**config.mk**
```make
export PLATFORM = sky130hd
export DESIGN_NAME = aob_div_lane
export DESIGN_NICKNAME = d
export VERILOG_FILES = /design/src/hw/rtl/aob_pkg.sv /design/src/hw/rtl/aob_div_lane.sv
export SDC_FILE = /design/constraint.sdc
export NUM_CORES = 1
export LEC_CHECK = 0
export ABC_CLOCK_PERIOD_IN_PS = 4050
export BUFFER_PORTS_ARGS = -buffer_cell sky130_fd_sc_hd__buf_4
export CORE_MARGIN = 2
export CORE_UTILIZATION = 63
export CTS_CLUSTER_SIZE = 24
export DETAILED_ROUTE_END_ITERATION = 10
export GPL_TIMING_DRIVEN = 1
export PLACE_DENSITY = 0.8
export SYNTH_ARGS = -nofsm -noshare
export SYNTH_HDL_FRONTEND = slang
export SYNTH_SLANG_ARGS = --single-unit
```
**constraint.sdc**
```tcl
create_clock -name aclk -period 4.05 [get_ports aclk]
set_clock_uncertainty 0.15 [all_clocks]
set_input_delay 0.6075 -clock aclk [delete_from_list [all_inputs] [get_ports aclk]]
set_output_delay 0.6075 -clock aclk [all_outputs]
set_load 0.02 [all_outputs]
```
**src/hw/rtl/aob_pkg.sv**
```systemverilog
// ----------------------------------------------------------------------------
// Alpha-over blend package
// Widths, constants and operand types shared by the blend front end, the
// divider lanes and the top level.
// ----------------------------------------------------------------------------
package aob_pkg;

    localparam int CH_W         = 8;
    localparam int T_W          = 16;
    localparam int A_W          = 24;
    localparam int N_W          = 32;
    localparam int QUOT_W       = 8;
    localparam int FRONT_STAGES = 3;
    localparam int DIV_STAGES   = QUOT_W;
    localparam int RECIP_W      = 25;
    localparam int RECIP_SHIFT  = 40;

    localparam logic [CH_W-1:0] FULL    = 8'd255;
    localparam logic [T_W-1:0]  FULL_SQ = 16'd65025;

    // Rounded-up reciprocal of 65025 scaled by 2**40, exact for every
    // alpha numerator below 2**24.
    localparam logic [RECIP_W-1:0] ALPHA_RECIP = 25'd16909061;

    typedef logic [CH_W-1:0] chan_t;

    typedef struct packed {
        logic [A_W-1:0] alpha_num;
        logic [N_W-1:0] num_red;
        logic [N_W-1:0] num_green;
        logic [N_W-1:0] num_blue;
    } operands_t;

endpackage

```
**src/hw/rtl/aob_div_lane.sv**
```systemverilog
// ----------------------------------------------------------------------------
// Alpha-over blend divider lane
// Pipelined restoring divider, one quotient bit per stage, for numerators
// known to be below 256 times the divisor.
// ----------------------------------------------------------------------------
module aob_div_lane (
    input  logic                          aclk,
    input  logic                          en,
    input  logic [aob_pkg::N_W-1:0]       num,
    input  logic [aob_pkg::A_W-1:0]       den,
    output logic [aob_pkg::QUOT_W-1:0]    quot,
    output logic                          den_zero
);

    logic [aob_pkg::N_W-1:0]    rem_reg  [aob_pkg::DIV_STAGES-1];
    logic [aob_pkg::A_W-1:0]    den_reg  [aob_pkg::DIV_STAGES];
    logic [aob_pkg::QUOT_W-1:0] quot_reg [aob_pkg::DIV_STAGES];

    for (genvar k = 0; k < aob_pkg::DIV_STAGES; k++) begin : g_stage
        logic [aob_pkg::N_W-1:0]    rem_in;
        logic [aob_pkg::A_W-1:0]    den_in;
        logic [aob_pkg::QUOT_W-1:0] quot_in;
        logic [aob_pkg::N_W-1:0]    shifted;
        logic                       take;
        logic [aob_pkg::QUOT_W-1:0] quot_next;

        if (k == 0) begin : g_first
            assign rem_in  = num;
            assign den_in  = den;
            assign quot_in = '0;
        end else begin : g_rest
            assign rem_in  = rem_reg[k-1];
            assign den_in  = den_reg[k-1];
            assign quot_in = quot_reg[k-1];
        end

        assign shifted   = aob_pkg::N_W'(den_in) << (aob_pkg::QUOT_W - 1 - k);
        assign take      = rem_in >= shifted;
        assign quot_next = {quot_in[aob_pkg::QUOT_W-2:0], take};

        if (k < aob_pkg::DIV_STAGES - 1) begin : g_rem
            logic [aob_pkg::N_W-1:0] rem_next;

            assign rem_next = take ? rem_in - shifted : rem_in;

            always_ff @(posedge aclk) begin
                if (en) begin
                    rem_reg[k] <= rem_next;
                end
            end
        end

        always_ff @(posedge aclk) begin
            if (en) begin
                den_reg[k]  <= den_in;
                quot_reg[k] <= quot_next;
            end
        end
    end

    assign quot     = quot_reg[aob_pkg::DIV_STAGES-1];
    assign den_zero = den_reg[aob_pkg::DIV_STAGES-1] == '0;

endmodule

```
==> flow_metrics.py <==
metrics = {
    "global_routing": {
        "grt_pass1_wl_microns": 80600,
        "grt_max_degree": 105,
        "antenna_found_initial": 0,
        "grt_overflow": 0,
        "track_usage": 0.235,
        "grt_pass1_vias": 17400,
    },
    "finish": {
        "largest_reg_flops": 224,
        "final_cell_area_sq_um": 28500,
        "fin_util": 0.703,
        "nets": 2663,
        "syn2layout_area_growth_pct": 10.8,
        "diodes": 0,
        "layout-drive-gt1-share": 0.0955,
    },
    "critical_path": {
        "endpoint_kind": "flop",
        "cp_slowest_cell": "a211oi_1",
        "cp.depth": 11,
        "startpoint_type": "flop",
        "arrival_ns": 4.00,
        "worstPathMaxFanout": 3,
        "worstRegToRegCells": 11,
        "critPathRequiredTime_ns": 4.20,
        "cpLargestDelayFamily": "compound AO/OA/AOI/OAI gates",
        "critical_path_buf_inv_count": 0,
        "crit_type": "reg -> reg",
        "timing.critical_path.cells": "ha_1 > fa_1 > nor2b_1 > o21ai_0 > a21oi_1 > o221ai_2 > a211oi_1 > nor3_2 > or3_4 > a2111oi_2 > xor2_1",
        "critical_path.max_stage_delay_ns": 0.51,
    },
    "cts": {
        "cts_buffers": 45,
        "clkTransAtPathRegs_ns": 0.06,
        "cts-root-buf": "clkbuf_16",
        "post_cts_buffers": 0,
        "cts_max_path_buffers": 3,
        "cts_tree": "built",
        "clock-sinks": 452,
        "htree_levels": 2,
        "worstSkewPairLatency_ns": 0.57,
    },
    "timing": {
        "period_share": 0.951,
        "finalSetupViolCount": 0,
        "post-route-min-period_ns": 3.85,
        "grt_setup_unrepaired": "no",
        "fmax_mhz": 260,
        "worstMarginPinSlew_ns": 0.805,
        "holdWs_ns": 0.0662,
        "slew_headroom": 0.463,
        "finalHoldViolCount": 0,
        "fin_ws_ns": 0.198,
        "setup-tns-final_ns": 0,
        "drv_slew": 0,
    },
    "floorplanning": {
        "io_pins": 67,
        "die_w_microns": 206,
        "die_h_microns": 206,
        "core_sq_um": 40600,
        "rows": 74,
        "initial_utilization": 0.635,
        "dieArea_sq_um": 42500,
    },
    "synth": {
        "avgSynthCellArea_sq_um": 11.1,
        "synth_edf_count": 452,
        "syn-num-nets": 2566,
        "synth_ff_type": "edfxtp_1",
        "synth_warnings": 0,
        "async_flop_share": 0,
        "synth_seq_cells": 452,
        "synth.distinct_cells": 80,
        "synth_top_area_share": 0.527,
        "yosys.area.top_type": "edfxtp_1",
        "synth.area.top_cells": "edfxtp_1 53%, ha_1 9.3%, inv_1 3.5%",
        "postSynthCellCount": 2309,
        "synth_area_sq_um": 25700,
        "ys_seq_area_frac": 0.527,
    },
    "route": {
        "wl_microns": 48500,
        "firstDrtPassIters": 5,
        "drc_errors": 0,
        "routedWlPerCell_microns": 16.3,
        "vias_per_cell": 5.85,
        "ant_nets": 0,
        "vias": 17400,
        "drt_iter0_drc": 1092,
    },
    "placed_design": {
        "post_dp_cell_area_sq_um": 27100,
        "place_ws_ns": 0.155,
        "post-dp-hpwl_microns": 37200,
        "port_buffers": 66,
        "gp_congestion": 0.952,
    },
    "run": {
        "cap_violations": 0,
    },
    "worst_hold_path": {
        "min_path_type": "in -> reg",
        "hold_path_depth": 1,
    },
    "power_and_ir_drop": {
        "p_leak_uw": 0.0116,
        "powerDensity_nw_per_um2": 647,
        "ir_worst_vdd_mv": 0.331,
    },
    "run_status": {
        "status": "finished, final reports clean",
    },
}
[worst paths after layout]
| kind | endpoint | startpoint | slack (ns) |
|---|---|---|---|
| max | rem_reg[3][30]$_DFFE_PP_ | den_reg[0][48]$_DFFE_PP_ | 0.20 |
| min | rem_reg[0][2]$_DFFE_PP_ | num[2] | 0.07 |
| max reg2reg | rem_reg[3][30]$_DFFE_PP_ | den_reg[0][48]$_DFFE_PP_ | 0.20 |
| min reg2reg | quot_reg[0][25]$_DFFE_PP_ | quot_reg[0][16]$_DFFE_PP_ | 0.26 |
[cell usage after synthesis (25+ instances only)]
cell type / number
inv_1: 238
mux2_2: 46
a21o_1: 84
edfxtp_1: 452
xnor2_1: 91
nor2_1: 122
and3_1: 25
ha_1: 192
a21oi_1: 169
nor3_1: 32
o21ai_0: 169
nand2_1: 192
clkbuf_1: 30
nand3_1: 37
xor2_1: 71
a31oi_1: 26
[cells in the final DEF, fill, tap and decap left out, drive strengths merged, types with 13 or more instances in the layout]
master,count
o31ai,13
buf,93
o21a,24
a21oi,169
nand2,192
xor2,71
mux2,46
a31oi,26
xnor2,91
inv,241
o211ai,18
a211oi,16
ha,192
nor3,32
nand3,37
clkbuf,57
a21o,85
edfxtp,452
nor2,122
o21bai,17
nor2b,24
o21ai,173
nor4,21
nand4,23
and3,25
clkinv,16
nand2b,23
[layout make-up]
type,instances,area (sq um)
Inverter,238,893
Clock inverter,25,267
Multi-Input combinational cell,1576,11100
Tap cell,532,666
Timing Repair Buffer,93,818
Fill cell,2839,12000
Clock buffer,57,1170
Sequential cell,452,13600
[per-stage QoR]
| stage | power (uW) | instances |
|---|---|---|
| after floorplan | 12600 | 2309 |
| after global placement | 14100 | 2891 |
| after detailed placement | 14300 | 2891 |
| after CTS | 18400 | 2973 |
| after global routing | 19700 | 2973 |
| final | 18400 | 2973 |
[power breakdown]
part	switching, uW	total (uW)	internal [uW]
Combinational	4010	7180	3170
Clock	1670	4050	2370
Sequential	588	7220	6630
Total	6270	18400	12200
[metal layers]
layer | track usage | vias to the layer above | wire [microns]
li1 | - | 8696 | -
met4 | 0.129 | 0 | 2710
met2 | 0.432 | 528 | 24600
met5 | 0 | - | 0
met1 | 0.262 | 7970 | 19300
met3 | 0.0348 | 185 | 1960
[cell families after synthesis]
group / after synthesis / synth area share
buf+inv: 281 / 0.0415
simple gates: 549 / 0.102
compound gates: 615 / 0.153
mux: 51 / 0.0221
flops: 452 / 0.527
fa+ha+maj: 199 / 0.0988
xor+xnor: 162 / 0.0551
[what timing repair did]
| action | CTS | global route |
|---|---|---|
| hold buffers | 0 | 0 |
| hold endpoints to repair | 0 | 0 |
| endpoints found under the setup margin | 0 | 1 |
| gates resized for setup | 0 | 1 |
No activity file was read; power rests on OpenSTA's default activity.
