===== config.mk =====
export PLATFORM = sky130hd
export DESIGN_NAME = aob_front
export DESIGN_NICKNAME = d
export VERILOG_FILES = /design/src/hw/rtl/aob_pkg.sv /design/src/hw/rtl/aob_front.sv
export SDC_FILE = /design/constraint.sdc
export NUM_CORES = 2
export LEC_CHECK = 0
export BUFFER_PORTS_ARGS = -buffer_cell sky130_fd_sc_hd__buf_4
export CORE_ASPECT_RATIO = 1.5
export CORE_MARGIN = 1
export CORE_UTILIZATION = 45
export CTS_BUF_LIST = sky130_fd_sc_hd__clkbuf_16
export DETAILED_ROUTE_END_ITERATION = 7
export PLACE_DENSITY = 0.57
export SETUP_SLACK_MARGIN = 0.5
export SLEW_MARGIN = 25
export SYNTH_ARGS = -nofsm -noshare
export SYNTH_HDL_FRONTEND = slang
export SYNTH_SLANG_ARGS = --single-unit

===== constraint.sdc =====
create_clock -name aclk -period 9.2 [get_ports aclk]
set_input_delay 1.38 -clock aclk [delete_from_list [all_inputs] [get_ports aclk]]
set_output_delay 1.38 -clock aclk [all_outputs]
set_load 0.01 [all_outputs]

===== src/hw/rtl/aob_pkg.sv =====
// ----------------------------------------------------------------------------
// Alpha-over blend package
// Widths, constants and operand types shared by the blend front end, the
// divider lanes and the top level.
// ----------------------------------------------------------------------------
package aob_pkg;

    localparam int CH_W         = 8;
    localparam int T_W          = 16;
    localparam int A_W          = 24;
    localparam int N_W          = 32;
    localparam int QUOT_W       = 8;
    localparam int FRONT_STAGES = 3;
    localparam int DIV_STAGES   = QUOT_W;
    localparam int RECIP_W      = 25;
    localparam int RECIP_SHIFT  = 40;

    localparam logic [CH_W-1:0] FULL    = 8'd255;
    localparam logic [T_W-1:0]  FULL_SQ = 16'd65025;

    // Rounded-up reciprocal of 65025 scaled by 2**40, exact for every
    // alpha numerator below 2**24.
    localparam logic [RECIP_W-1:0] ALPHA_RECIP = 25'd16909061;

    typedef logic [CH_W-1:0] chan_t;

    typedef struct packed {
        logic [A_W-1:0] alpha_num;
        logic [N_W-1:0] num_red;
        logic [N_W-1:0] num_green;
        logic [N_W-1:0] num_blue;
    } operands_t;

endpackage


===== src/hw/rtl/aob_front.sv =====
// ----------------------------------------------------------------------------
// Alpha-over blend front end
// Three register stages that form the output alpha numerator and the three
// colour numerators from one pixel pair.
// ----------------------------------------------------------------------------
module aob_front (
    input  logic                 aclk,
    input  logic                 en,
    input  aob_pkg::chan_t       bottom_red,
    input  aob_pkg::chan_t       bottom_green,
    input  aob_pkg::chan_t       bottom_blue,
    input  aob_pkg::chan_t       bottom_alpha,
    input  aob_pkg::chan_t       top_red,
    input  aob_pkg::chan_t       top_green,
    input  aob_pkg::chan_t       top_blue,
    input  aob_pkg::chan_t       top_alpha,
    input  aob_pkg::chan_t       layer_opacity,
    output aob_pkg::operands_t   operands
);

    // Stage 1: effective top alpha and bottom colour times bottom alpha.
    logic [aob_pkg::T_W-1:0] t1_reg;
    logic [aob_pkg::T_W-1:0] bw_red_reg;
    logic [aob_pkg::T_W-1:0] bw_green_reg;
    logic [aob_pkg::T_W-1:0] bw_blue_reg;
    aob_pkg::chan_t          ba1_reg;
    aob_pkg::chan_t          tr1_reg;
    aob_pkg::chan_t          tg1_reg;
    aob_pkg::chan_t          tb1_reg;

    // Stage 2: products with the effective top alpha and its complement.
    logic [aob_pkg::T_W-1:0] t2_reg;
    logic [aob_pkg::A_W-1:0] pt_red_reg;
    logic [aob_pkg::A_W-1:0] pt_green_reg;
    logic [aob_pkg::A_W-1:0] pt_blue_reg;
    logic [aob_pkg::N_W-1:0] pb_red_reg;
    logic [aob_pkg::N_W-1:0] pb_green_reg;
    logic [aob_pkg::N_W-1:0] pb_blue_reg;
    logic [aob_pkg::A_W-1:0] pa_reg;

    logic [aob_pkg::T_W-1:0] dt_next;

    aob_pkg::operands_t operands_reg;
    aob_pkg::operands_t operands_next;

    assign dt_next = aob_pkg::FULL_SQ - t1_reg;

    // Times 255 as a shift and subtract.
    function automatic logic [aob_pkg::N_W-1:0] times_full(
        input logic [aob_pkg::A_W-1:0] v
    );
        return {v, 8'b0} - {8'b0, v};
    endfunction

    always_comb begin
        operands_next.num_red   = times_full(pt_red_reg) + pb_red_reg;
        operands_next.num_green = times_full(pt_green_reg) + pb_green_reg;
        operands_next.num_blue  = times_full(pt_blue_reg) + pb_blue_reg;
        operands_next.alpha_num = aob_pkg::A_W'({t2_reg, 8'b0} - {8'b0, t2_reg})
                                  + pa_reg;
    end

    always_ff @(posedge aclk) begin
        if (en) begin
            t1_reg       <= top_alpha * layer_opacity;
            bw_red_reg   <= bottom_red * bottom_alpha;
            bw_green_reg <= bottom_green * bottom_alpha;
            bw_blue_reg  <= bottom_blue * bottom_alpha;
            ba1_reg      <= bottom_alpha;
            tr1_reg      <= top_red;
            tg1_reg      <= top_green;
            tb1_reg      <= top_blue;

            t2_reg       <= t1_reg;
            pt_red_reg   <= tr1_reg * t1_reg;
            pt_green_reg <= tg1_reg * t1_reg;
            pt_blue_reg  <= tb1_reg * t1_reg;
            pb_red_reg   <= bw_red_reg * dt_next;
            pb_green_reg <= bw_green_reg * dt_next;
            pb_blue_reg  <= bw_blue_reg * dt_next;
            pa_reg       <= ba1_reg * dt_next;

            operands_reg <= operands_next;
        end
    end

    assign operands = operands_reg;

endmodule


==> flow_summary.ini <==
[run_status]
status = finished clean

[critical_path]
path_class = flip-flop to flip-flop
cp-startpoint = t1_reg[6]
crit_fanout = 16
crit_path_end_kind = flip-flop
cpPeakStageDelay_ps = 650
cp_slowest_cell = nor4_1
timing.rr.start = t1_reg[6]
critPathArrivalTime_ps = 8520
crit_top_cell = fa_1
worstPathCellList = nor4_1 > nand2b_1 > nor2_1 > a21oi_1 > xnor2_2 > buf_4 > nand2_1 > fa_1 > fa_1 > fa_1 > fa_1 > fa_1 > fa_1 > inv_1 > ha_1 > a21o_1 > a21oi_1 > a21boi_0 > a21oi_1 > a211oi_1 > a31oi_1 > or2_2 > xnor2_1
crit_path_start_kind = flip-flop
cp.required_ps = 9590

[yosys]
synthArstFlopShare_pct = 0
synth_area_per_cell_um2 = 9.53
synth_nets = 9361
synth_area_um2 = 70100
synth-edff-count = 424
synth-seq-cells = 424
ys_types = 70
syn_inst = 7360
synthFlopType = edfxtp_1
synth_warnings = 0
seq_area_frac_synth_pct = 18.2

[sta]
period_minus_slack_ps = 8130
drv_slew = 0
clock_skew_ps = 42.3
clock.fmax_mhz = 123
setup_viol = 0
hold_violations = 0
rsz0062_at_grt = no
timing.setup.tns_ps = 0
fin_crit_sh_pct = 88.4
tightest_slew_ps = 1060
relSlewSlack_pct = 28.9

[clock_tree]
cts_num_sinks = 424
cts-resized-gates = 0
clockRootBuffer = clkbuf_16
postCtsHoldBufs = 0
clkTransAtPathRegs_ps = 60
cts_tree = done
post_cts_buffers = 0
clkLatencyLatePin_ps = 670
clock_path_buffers = 3
numCtsBuffers = 47
htreeDepth = 2

[placed_design]
port_buffers = 193
place_congestion = 0.891
dp_cells = 9420
dp_hpwl_mm = 141

[grt]
grt_overflow_total = 0
grt_max_degree = 151
grt_pass1_wl_mm = 287
grtUsageTotal_pct = 23.0
antenna_found_initial = 2
grt_pass1_vias = 53200

[floorplan]
die_w_um = 324
die_y_um = 486
die_area_um2 = 157000
initial_core_util_pct = 45.3
rows = 177
ioPinCount = 194
coreArea_um2 = 155000

[final_layout]
areaGrowthSynthToFinish_pct = 7.85
mostFrequentLayoutCells = inv_1, fa_1, nand2_1, ha_1, and2_1
finalNonFillerCells = 9508
final_core_util_pct = 48.9
layout_commonest_cell = inv_1
fin_nets = 9412
layout-drive-gt1-share_pct = 5.01
largest_reg_flops = 120

[detailed_routing]
drt-total-wl_mm = 176
via_per_inst = 5.21
ant_nets = 0
wire_per_inst_um = 18.5
drt_iter0_markers = 2291
drt_first_pass_iters = 5
via_count = 49600
drc = 0

[worst_hold_path]
hold_path.class = flip-flop to flip-flop
worstHoldStart = pb_blue_reg[1]

[flow_run]
maxCapViolCount = 0
-- synth_stat cells, drive strengths merged, types with 9 or more instances --
master	instances	area (µm²)
o2111ai	9	78.8
ha	805	10100
edfxtp	424	12700
nor3	45	230
a21o	121	908
nor2	183	689
a211o	11	96.3
nand4	20	125
a21oi	234	1190
o31ai	16	120
xor2	75	657
fa	1122	22500
or2	12	75.1
clkbuf	252	946
a211oi	18	140
o31a	13	114
or3	19	119
o41ai	10	95.1
nand2b	54	338
nand3	41	205
a31oi	31	194
and2	676	4230
nor2b	62	388
o211ai	22	165
o21bai	44	330
inv	1584	5950
o21a	42	315
a21boi	18	135
nand2	922	3460
o21ai	127	636
xnor2	234	2050
and3	30	188
-- kinds of logic after synthesis --
| logic type | Yosys count | share of synthesized area, % |
|---|---|---|
| AOI/OAI and AO/OA | 772 | 7.20 |
| xor gates and xnor gates | 309 | 3.86 |
| adders and majority gates | 1927 | 46.4 |
| buffers and inverters | 1842 | 9.86 |
| DFF | 424 | 18.2 |
| muxes | 1 | 0.0143 |
| and+or+nand+nor | 2085 | 14.5 |
-- per-layer routing --
layer | vias up | routed length (µm) | track usage (%)
met1 | 25200 | 73500 | 29.0
met5 | - | 0 | 0
met3 | 285 | 6460 | 1.89
met4 | 0 | 7110 | 8.52
met2 | 1133 | 88700 | 40.9
li1 | 22900 | - | -
-- critical path, delay by kind of cell (launching register included) --
kind	cells	cell delay, ps
buffers and inverters	2	390
adders and majority gates	7	3370
AOI/OAI and AO/OA	7	1460
DFF	1	390
xor gates and xnor gates	2	750
and+or+nand+nor	5	1530
-- worst paths after layout --
check	to	slack [ps]	depth (start not counted)
worst max register to register	pb_red_reg[28]	1070	23
worst max-delay path	pb_red_reg[28]	1070	23
worst min-delay path	operands[1]	680	2
worst min register to register	operands[1]	680	2
-- through the flow --
stage	hold WS (ps)	worst slack [ps]	instance area [µm²]
6_report	680	1070	75700
5_1_grt	716	602	75700
4_1_cts	686	1040	75600
3_5_place_dp	667	1050	74000
3_3_place_gp	679	1140	74000
2_1_floorplan	424	2070	70100
-- area by class of cell --
type                            instances  area [µm²]
Fill cell                           14700       79100
Timing Repair Buffer                  260        2010
Sequential cell                       424       12700
Clock inverter                         40         502
Multi-Input combinational cell       5094       50700
Clock buffer                           47        1180
Antenna cell                            1        2.50
Tap cell                             2058        2570
Inverter                             1584        5950
Power is left out: the tool's default activity adds up to more than one toggle a clock period on the data nets, which glitch-free logic cannot reach.
